### src/rtl/core/isbl_pkg.sv
`timescale 1ns / 1ps
`default_nettype none
package isbl_pkg;
  localparam int MAX_BOUNDS = 64;
  localparam int COORD_BITS = 32;

  localparam logic [1:0] CMD_INVERT = 2'd0;
  localparam logic [1:0] CMD_SET_ON = 2'd1;
  localparam logic [1:0] CMD_QUERY  = 2'd2;

  localparam logic [1:0] ST_OK    = 2'd0;
  localparam logic [1:0] ST_EMPTY = 2'd1;
  localparam logic [1:0] ST_FULL  = 2'd2;

  // list edit applied by every cell together
  localparam logic [1:0] OP_HOLD = 2'd0;
  localparam logic [1:0] OP_INS  = 2'd1;
  localparam logic [1:0] OP_DEL  = 2'd2;

  typedef logic signed [COORD_BITS-1:0] coord_t;

  typedef struct packed {
    logic [1:0]   cmd;
    logic [31:0]  range_lo;
    logic [31:0]  range_hi;
    logic [31:0]  query_point;
  } in_item_t;

  typedef struct packed {
    logic [1:0] status;
    logic       inside_res;
  } out_item_t;
endpackage
`default_nettype wire

### src/rtl/core/isbl_cell.sv
`timescale 1ns / 1ps
`default_nettype none
// one list position: holds a boundary and compares it against lo and hi.
// an insert or delete is positioned by the first cell that is not below the
// selected key; cells from there on load from a neighbor.
module isbl_cell
  import isbl_pkg::*;
(
  input  wire logic       clk,
  input  wire logic       rst,
  input  wire coord_t     lo,
  input  wire coord_t     hi,
  input  wire logic [1:0] op,
  input  wire logic       sel_hi,
  input  wire coord_t     prev_val,
  input  wire logic       prev_valid,
  input  wire logic       prev_lt,
  input  wire coord_t     next_val,
  input  wire logic       next_valid,
  output coord_t          val_out,
  output logic            valid_out,
  output logic            lt_sel,
  output logic            lt_lo,
  output logic            le_hi,
  output logic            eq_lo,
  output logic            eq_hi
);
  coord_t v;
  logic   valid;
  logic   lt_hi;
  coord_t x;

  assign x = sel_hi ? hi : lo;
  assign lt_lo = valid && (v < lo);
  assign lt_hi = valid && (v < hi);
  assign eq_lo = valid && (v == lo);
  assign eq_hi = valid && (v == hi);
  assign le_hi = lt_hi || eq_hi;
  assign lt_sel = sel_hi ? lt_hi : lt_lo;
  assign val_out = v;
  assign valid_out = valid;

  always_ff @(posedge clk) begin
    if (rst) begin
      v <= '0;
      valid <= 1'b0;
    end else begin
      case (op)
        OP_INS: begin
          if (!lt_sel) begin
            // first cell not below the key takes it, the rest move up
            if (prev_lt) begin
              v <= x;
              valid <= 1'b1;
            end else begin
              v <= prev_val;
              valid <= prev_valid;
            end
          end
        end
        OP_DEL: begin
          if (!lt_sel) begin
            v <= next_val;
            valid <= next_valid;
          end
        end
        default: begin
        end
      endcase
    end
  end
endmodule
`default_nettype wire

### config.mk
export PLATFORM = sky130hd
export DESIGN_NAME = isbl_cell
export DESIGN_NICKNAME = d
export VERILOG_FILES = /design/src/rtl/core/isbl_pkg.sv /design/src/rtl/core/isbl_cell.sv
export SDC_FILE = /design/constraint.sdc
export NUM_CORES = 1
export LEC_CHECK = 0
export BUFFER_PORTS_ARGS = -buffer_cell sky130_fd_sc_hd__clkbuf_2
export CAP_MARGIN = 15
export CORE_MARGIN = 1.5
export CORE_UTILIZATION = 35
export CTS_BUF_LIST = sky130_fd_sc_hd__clkbuf_4
export DETAILED_ROUTE_END_ITERATION = 7
export SETUP_SLACK_MARGIN = 0.4
export SLEW_MARGIN = 20
export SYNTH_ARGS = -nofsm -noshare
export SYNTH_HDL_FRONTEND = slang
export SYNTH_SLANG_ARGS = --single-unit
### constraint.sdc
create_clock -name clk -period 3.9 [get_ports clk]
set_input_delay 0.39 -clock clk [delete_from_list [all_inputs] [get_ports clk]]
set_output_delay 0.39 -clock clk [all_outputs]
set_load 0.005 [all_outputs]
After elaboration in Yosys (flattened, before gate mapping)
Index checks and enable logic that the tools add are counted.

Register bits after elaboration: 33.

$lt $le $gt $ge: 2. Eq/ne operators: 6. Muxes and demuxes: 10. Reductions and logical operators: 7.

Operator list (number): 2-to-1 mux 32 bit (4); == test 32 bit (2); less-than comparator 32 bit (2); one-hot mux 32 bit (2 select lines) (1); logical AND 1 bit (4); 2-to-1 mux 1 bit (4); != test 2 bit, second input constant (2); AND reduction 3 bit (1); == test 2 x 1 -> 1 bit, second input constant (1); == test 2 bit, second input constant (1); one-hot mux 1 bit (2 select lines) (1); nonzero test 2 bit (1); logical OR 1 bit (1).

Depth between registers and ports, before layout
Gate-level depths: netlist of run 1.

Depth in word-level cells: 5. Gate-level depth with buffers: 12. Depth with buffers taken out: 10.

Least setup slack after synthesis of run 1
No wires, ideal clock.

Kind: input -> output. Start: in hi[31]. End: out lt_sel. Data arrival time: 2.605 ns. Required time: 3.510 ns. Setup slack: 0.905 ns. Cell stages on the path: 10. Path buffers: 1. Path through: inv_1 > ha_1 > and4_1 > nand4_1 > or4_4 > a211oi_2 > nor3_2 > mux2i_4 > buf_2 > or2_2.

Longest elaborated chain between the ends: 3.

RTL lines: from (decl) (RTL line isbl_cell.sv:12) `input wire coord_t hi,`; less-than comparator 32 bit (RTL line isbl_cell.sv:35) `assign lt_hi = valid && (v < hi);`; logical AND 1 bit (RTL line isbl_cell.sv:35); 2-to-1 mux 1 bit (RTL line isbl_cell.sv:39) `assign lt_sel = sel_hi ? lt_hi : lt_lo;`; to (decl) (RTL line isbl_cell.sv:22) `output logic lt_sel,`.

No other way between the ends.

Worst setup path in the final report of run 1
Start: reg v[31], in the netlist val_out[31]. End: out lt_sel.

Longest elaborated chain between the ends: 3. Elaborated cells between the ends (all ways): 5. Those cells by class: 2 x order compare; 1 x mux; 2 x reduce/logical.

RTL lines: from (decl) (RTL line isbl_cell.sv:28) `coord_t v;`; from (signal assigned) (RTL line isbl_cell.sv:56) `v <= prev_val;`; from (signal assigned) (RTL line isbl_cell.sv:63) `v <= next_val;`; less-than comparator 32 bit, on equally long branches (RTL line isbl_cell.sv:34, isbl_cell.sv:35); logical AND 1 bit, on equally long branches (RTL line isbl_cell.sv:34, isbl_cell.sv:35); 2-to-1 mux 1 bit (*) (RTL line isbl_cell.sv:39).

Every way passes the cells marked *; elsewhere a longest branch is shown, timed or not.

==> flow_summary.toml, run 1 <==
[status]
status = "finished clean"

[sta]
period_share_pct = 86.0
rsz0062_at_grt = "false"
fin_skew_ns = 0.0143
hold_viol = 0
worstMarginPinSlew_ns = 1.06
timing.fmax_mhz = 298
slew-limit-headroom_pct = 29.0
slew_violations = 0
tns_ns = 0
post-route-min-period_ns = 3.35
worst_hold_slack_ns = 0.223
setup_viol_count_final = 0

[hold_path]
hold_path.startpoint = "rst"
hold_class = "in2reg"

[logic_synthesis]
synth_enable_flop_cells = 0
synth_ff_type = "dfxtp_1"
ys_types = 43
yosysSeqAreaShare_pct = 16.7
synth.avg_cell_area_um2 = 8.34
muxShareOfSynthArea_pct = 8.66
synthAdderAreaFrac_pct = 20.2
async_reset_ff_share_pct = 0
synthSimpleGateAreaFrac_pct = 11.2
synth_compound_area_share_pct = 33.0
yosys.area_share.xor_xnor_pct = 0.442
netlist_instances = 475
synthesis.area_um2 = 3960
ys_ff_latch = 33
yosys_warnings = 0
syn-num-nets = 675
synth_top_family_by_area = "compound AO/OA/AOI/OAI gates"

[clock_tree]
clk_latency_ns = 0.35
cts_tree = "yes"
hold_buffers = 0
cts.sinks = 33
cts_root_buf = "clkbuf_4"
cts.htree.levels = 2
cts_made_buffers = 5
path_clk_slew_ns = 0.12
cts_buffer_depth = 2

[global_routing]
grt_pass1_vias = 4254
antenna_found_initial = 1
grt_start_max_net_pins = 39
gr-usage-all-layers_pct = 22.6
grt_overflow = 0
grt_pass1_wl_um = 21100

[floorplan]
boundaryPins = 174
die_h_um = 109
start_util_pct = 36.2
die_x_um = 109
fp-row-count = 38
core_area_um2 = 10900
dieArea_um2 = 12000

[layout]
final_common_cell = "clkbuf_2"
layout_common_cells = "173 x clkbuf_2, 66 x inv_1, 63 x ha_1"
nets = 835
drive_above_1_share_pct = 36.3
syn_to_final_growth_pct = 28.3
fill_cells = 1128

[power_and_ir_drop]
leakage_uw = 0.00278
vdd_ir_drop_max_mv = 0.122
powerDensity_nw_per_um2 = 273

[routing]
wl_um = 13600
via_per_inst = 5.54
final_antenna_net_count = 0
drc = 0
vias = 4306
wl_per_cell_um = 17.5
drtIter0Drc = 251
detail_route.first_pass.iterations = 4

[flow_run]
drv_cap = 0

[worst_setup_path]
cp_slowest_cell = "or4_4"
critPathLaunchType = "flip-flop"
critPathMaxFanout = 5
crit_start = "val_out[31]"
cp.arrival_ns = 2.96
cpPeakStageDelay_ns = 0.49
critPathKind = "reg2out"
reg2reg_from = "val_out[25]"
cp.required_ns = 3.51
crit_path_end_kind = "output pin"
path_cells = "ha_4 -> and4_1 -> nand4_1 -> or4_4 -> a211oi_2 -> nor3_2 -> mux2i_4 -> or2_2 -> clkbuf_2"

[placement]
place_congestion = 0.873
dp_hpwl_um = 10600
io_buffer_count = 173
## worst max-delay path, delay by kind of cell, from the launching register on
kind	cells	cell delay (ns)
simple gates	5	1.35
mux	1	0.22
buf+inv	1	0.11
flops	1	0.39
compound gates	1	0.22
fa+ha+maj	1	0.33
## per-stage QoR
step                cell area (µm²)  std cells  utilization, %  total power [µW]  worst slack (ns)
finish                         5080        777            46.5              1390             0.547
global route                   5080        777            46.5              1510             0.421
CTS                            5040        772            46.1              1390             0.425
detailed placement             4960        762            45.4              1170             0.366
global placement               4960        762            45.4              1160             0.372
floorplan                      3960        475               -               889             0.905
## synthesized netlist by cell type (11+ instances only)
cell type	number	area, µm²
nand2_1	16	60.1
o221a_2	25	282
nand4_1	11	68.8
inv_1	66	248
dfxtp_1	33	661
clkbuf_1	25	93.8
o21ai_0	14	70.1
a211oi_1	36	270
nor2_1	36	135
a2111o_1	31	349
ha_1	64	801
a21oi_1	21	105
mux2i_1	32	320
## cell families after synthesis
| family | count (synthesis) |
|---|---|
| AOI/OAI and AO/OA | 153 |
| xor gates and xnor gates | 2 |
| adders and majority gates | 64 |
| buffers and inverters | 100 |
| DFF | 33 |
| muxes | 33 |
| and+or+nand+nor | 90 |
## timing repair
action                     4_1_cts  5_1_grt
buffers inserted                 1        4
pin swaps                        2        3
cloned                           1        0
resized for setup                2        1
setup endpoints to repair        1        1
## registers in the layout, summed over array words and instances, names as in the netlist
register   cells
val_out       32
valid_out      1
## area by class of cell
class / count / area, µm² / area share [%]
diodes: 1 / 2.50 / 0.0492
clock buffers: 6 / 45.0 / 0.886
clock inverters: 2 / 10.0 / 0.197
inverters: 66 / 248 / 4.87
multi-input cells: 343 / 2970 / 58.3
flip-flops and latches: 33 / 661 / 13.0
well taps: 140 / 175 / 3.45
repair buffers: 186 / 976 / 19.2
## metal layers
metal	vias up	part of all wire, %	global-route usage (%)
met2	132	48	39.5
met4	0	1.5	5.57
met5	-	0	0
met1	2025	45	29.3
met3	14	5.7	2.79
li1	2135	-	-
## path summary, 6_finish.rpt
kind,end,slack (ns),cells after the start
max reg2reg,val_out[17],0.70,11
min,valid_out,0.22,2
min reg2reg,val_out[8],0.61,1
max,lt_sel,0.55,9
## report_power, final
group	switching, µW	internal (µW)	leakage, µW
registers	69.7	391	0.000274
clock network	130	75.7	0.0000354
logic	374	349	0.00247
total	574	815	0.00278
No activity file was read; power rests on OpenSTA's default activity.
==> inputs of run 2 (changes only) <==
==> constraint.sdc (replaced) <==
create_clock -name clk -period 3.9 [get_ports clk]
set_input_delay 1.17 -clock clk [delete_from_list [all_inputs] [get_ports clk]]
set_output_delay 1.17 -clock clk [all_outputs]
set_load 0.005 [all_outputs]
==> flow_summary.toml, run 2 (synthesis results as in run 1) <==
[global_routing]
antenna_found_initial = 0
grt_start_max_net_pins = 41
grt_pass1_wl_um = 22300
grt_pass1_vias = 4480
grt_overflow = 0
gr-usage-all-layers_pct = 24.1

[sta]
timing.fmax_mhz = 222
fin_skew_ns = 0.0134
setup_viol_count_final = 5
slew_violations = 0
worstMarginPinSlew_ns = 1.08
period_share_pct = 115
rsz0062_at_grt = "true"
post-route-min-period_ns = 4.50
timing.final.ws_setup_ns = -0.599
slew-limit-headroom_pct = 28.1
hold_viol = 0

[clock_tree]
cts.htree.levels = 2
cts_buffer_depth = 2
cts_root_buf = "clkbuf_4"
cts_tree = "yes"
clk_latency_ns = 0.35
cts_made_buffers = 5
path_clk_slew_ns = 0.12
cts.sinks = 33

[layout]
diodes = 0
syn_to_final_growth_pct = 62.6
final_common_cell = "clkbuf_2"
largest_register_ffs = 32
layout_common_cells = "153 x clkbuf_2, 55 x buf_4, 49 x inv_1"
fin_cells = 837
drive_above_1_share_pct = 48.9
design_area_um2 = 6440
nets = 896

[placement]
dpl_cell_area_um2 = 5390
dpl_worst_slack_ns = -0.722
dp_hpwl_um = 10700
place_congestion = 0.830
io_buffer_count = 173
dp.cells = 805

[power_and_ir_drop]
leakage_uw = 0.00331
vdd_ir_drop_max_mv = 0.131
powerDensity_nw_per_um2 = 278

[status]
status = "complete, but fails checks"
violations = "negative setup slack"

[routing]
drtIter0Drc = 201
via_per_inst = 5.44
vias = 4553
wl_per_cell_um = 18.3
drc = 0
detail_route.first_pass.iterations = 4
wl_um = 15300
final_antenna_net_count = 0

[worst_setup_path]
critPathKind = "in2out"
cp_num_buf_inv = 3
crit_path_end_kind = "output pin"
critPathLaunchType = "input port"
cp.arrival_ns = 3.33
cpPeakStageDelay_ns = 0.50
critPathMaxFanout = 3
cp_slowest_cell = "or4_4"
path_cells = "clkbuf_16 -> inv_8 -> ha_4 -> and4_4 -> nand4_1 -> or4_4 -> a211oi_4 -> nor3_4 -> mux2i_4 -> or2_4 -> clkbuf_2"
critPathTopFamily = "simple AND/OR/NAND/NOR gates"
cp.required_ns = 2.73

[floorplan]
boundaryPins = 174
die_x_um = 109
die_h_um = 109
dieArea_um2 = 12000
start_util_pct = 36.2
fp-row-count = 38
core_area_um2 = 10900

[flow_run]
drv_cap = 0

[hold_path]
hold_class = "reg2reg"
==> run 2: cell count changes in the layout (fill, tap and decap cells not counted), moves of 5 or more <==
cell      before  now
buf_4         12   55
buf_6          0   23
clkbuf_2     173  153
ha_1          63   47
ha_4           1   16
inv_1         66   49
inv_2          0   10
inv_4          0    5
o21ai_0       14    9
o221a_2       25    0
o221a_4        0   25
==> run 2: final cells by class <==
type,count,area (µm²)
inverters,66,280
clock buffers,6,45.0
repair buffers,248,1770
fillers,950,4500
clock inverters,2,33.8
multi-input cells,342,3470
flip-flops and latches,33,661
well taps,140,175
==> run 2: metrics by stage <==
step                      total power, µW  util, %  hold slack [ns]  TNS, ns
after floorplan                       908        -            0.575   -0.473
after global placement               1250     49.3            0.592   -13.59
after detailed placement             1270     49.3            0.593   -15.71
after CTS                            1690     55.3            0.623    -1.46
after global routing                 1910     58.9            0.670    -2.97
final                                1790     58.9            0.637    -1.53
==> run 2: power breakdown <==
group / switching [µW] / internal, µW / total, µW
clock: 135 / 140 / 275
sequential: 87.4 / 391 / 478
combinational: 474 / 561 / 1030
==> run 2: what timing repair did <==
action	CTS	global route
hold buffers	0	0
resized for setup	66	61
endpoints found under the setup margin	38	38
cloned	4	2
buffers inserted	9	9
pin swaps	31	30
==> run 2: path summary, 6_finish.rpt <==
path                    start          end  slack (ns)  cells past startpoint
setup reg to reg  val_out[15]   val_out[6]        0.45                     14
setup / recovery       hi[31]       lt_sel       -0.60                     11
hold / removal    val_out[16]  val_out[16]        0.64                      1
hold reg to reg   val_out[16]  val_out[16]        0.64                      1
==> run 2: per-layer routing <==
layer	vias to the layer above	routed length (µm)	global-route usage (%)
li1	2260	-	-
met1	2129	6830	30.8
met2	144	7420	42.8
met3	20	796	3.44
met4	0	262	5.38
met5	-	0	0
==> inputs of run 3 (changes only) <==
--- a/config.mk
+++ b/config.mk
@@ -5,12 +5,12 @@
 export SDC_FILE = /design/constraint.sdc
 export NUM_CORES = 1
 export LEC_CHECK = 0
-export BUFFER_PORTS_ARGS = -buffer_cell sky130_fd_sc_hd__clkbuf_2
 export CAP_MARGIN = 15
 export CORE_MARGIN = 1.5
 export CORE_UTILIZATION = 35
 export CTS_BUF_LIST = sky130_fd_sc_hd__clkbuf_4
 export DETAILED_ROUTE_END_ITERATION = 7
+export DONT_BUFFER_PORTS = 1
 export SETUP_SLACK_MARGIN = 0.4
 export SLEW_MARGIN = 20
 export SYNTH_ARGS = -nofsm -noshare
==> constraint.sdc (replaced) <==
create_clock -name clk -period 4.3 [get_ports clk]
set_input_delay 1.29 -clock clk [delete_from_list [all_inputs] [get_ports clk]]
set_output_delay 1.29 -clock clk [all_outputs]
set_load 0.005 [all_outputs]
==> flow_summary.toml, run 3 (synthesis results as in run 1) <==
[worst_setup_path]
crit_path_end_kind = "output pin"
path_cells = "inv_8 -> ha_4 -> nand4_1 -> or4_4 -> a21o_1 -> a21oi_2 -> nor3_4 -> buf_6 -> xnor2_2 -> a21o_1"
cp_slowest_cell = "or4_4"
cpPeakStageDelay_ns = 0.59
critPathTopFamily = "simple AND/OR/NAND/NOR gates"
cp.required_ns = 3.01
cp_num_buf_inv = 2
cpMostUsedCell = "a21o_1"
critPathMaxFanout = 2
cp.arrival_ns = 3.25
critPathLaunchType = "input port"
critPathKind = "in2out"

[floorplan]
dieArea_um2 = 12000
boundaryPins = 174
start_util_pct = 36.2
die_h_um = 109
fp-row-count = 38
die_x_um = 109
core_area_um2 = 10900

[routing]
drtIter0Drc = 234
wl_met2_um = 6610
final_antenna_net_count = 0
wl_um = 13700
drt-met1-wl_um = 5870
met3WireLength_um = 1040
wl_per_cell_um = 22.1
drc = 0
via_per_inst = 6.23
vias = 3865
detail_route.first_pass.iterations = 4
routed.top_layer = "met4"

[global_routing]
grt_pass1_vias = 3887
gr-usage-all-layers_pct = 22.1
grt_overflow = 0
grt_start_max_net_pins = 66
antenna_found_initial = 0
grt_pass1_wl_um = 20200

[sta]
timing.final.ws_setup_ns = -0.243
slew-limit-headroom_pct = 28.2
rsz0062_at_grt = "true"
setup_viol_count_final = 3
hold_viol = 0
slew_violations = 0
timing.fmax_mhz = 220
post-route-min-period_ns = 4.54
fin_skew_ns = 0.0169
period_share_pct = 106
worstMarginPinSlew_ns = 1.07

[clock_tree]
clk_latency_ns = 0.35
cts_made_buffers = 5
cts.sinks = 33
cts_tree = "yes"
path_clk_slew_ns = 0.13
cts_buffer_depth = 2
hold_buffers = 0
cts.htree.levels = 2
cts_root_buf = "clkbuf_4"

[placement]
io_buffer_count = 0
dpl_worst_slack_ns = -0.314
dp_hpwl_um = 9880
dp.cells = 606
place_congestion = 0.840

[power_and_ir_drop]
powerDensity_nw_per_um2 = 262
power_uw = 1240
vdd_ir_drop_max_mv = 0.128
leakage_uw = 0.00217

[layout]
nets = 679
syn_to_final_growth_pct = 19.9
fin_cells = 620
drive_above_1_share_pct = 25.2
final_common_cell = "ha_1"
layout_common_cells = "47 x ha_1, 46 x inv_1, 36 x nor2_1"
fill_cells = 1085
diodes = 0
largest_register_ffs = 32

[status]
status = "complete, but fails checks"
violations = "negative setup slack"

[flow_run]
drv_cap = 0

[hold_path]
hold_class = "reg2reg"
## run 3: changes by cell type in the layout (fill, tap and decap cells not counted), sizes merged
cell,previous run,this run
clkbuf,162,5
buf,92,31
clkinv,2,4
bufinv,1,0
## run 3: power by group
part           internal [µW]  switching (µW)  total [µW]
combinational            314             303         617
sequential               354            88.5         443
clock                   59.3             124         184
total                    728             516        1240
## run 3: layer usage
metal	GRT usage, %	vias up
li1	-	1830
met1	27.4	1871
met2	38.2	150
met3	5.87	14
met4	4.92	0
met5	0	-
## run 3: worst paths after layout
path                                  start     endpoint  slack (ns)  depth (start not counted)
worst max-delay path                 hi[13]        le_hi       -0.24                         10
worst min-delay path             val_out[4]   val_out[4]        0.66                          1
worst max register to register  val_out[26]  val_out[26]        1.03                         11
worst min register to register   val_out[4]   val_out[4]        0.66                          1
## run 3: final cells by class
| type | instances | area (µm²) | share of cell area (%) |
|---|---|---|---|
| Clock inverter | 3 | 12.5 | 0.264 |
| Inverter | 66 | 309 | 6.51 |
| Tap cell | 140 | 175 | 3.69 |
| Multi-Input combinational cell | 342 | 3260 | 68.7 |
| Clock buffer | 5 | 37.5 | 0.791 |
| Timing Repair Buffer | 31 | 293 | 6.17 |
| Sequential cell | 33 | 661 | 13.9 |
## run 3: metrics by stage
step / util [%] / setup TNS [ns] / cell area [µm²] / hold WS, ns
after floorplan: - / -0.242 / 4050 / 0.575
after global routing: 43.4 / -0.756 / 4750 / 0.684
after global placement: 39.6 / -0.635 / 4330 / 0.608
after CTS: 41.7 / -0.521 / 4560 / 0.658
after detailed placement: 39.6 / -0.823 / 4330 / 0.626
final: 43.4 / -0.524 / 4750 / 0.658
## run 3: timing repair
| action | in CTS | in global routing |
|---|---|---|
| pin swaps | 16 | 19 |
| buffers inserted | 4 | 2 |
| endpoints found under the setup margin | 34 | 30 |
| gates resized for setup | 33 | 40 |
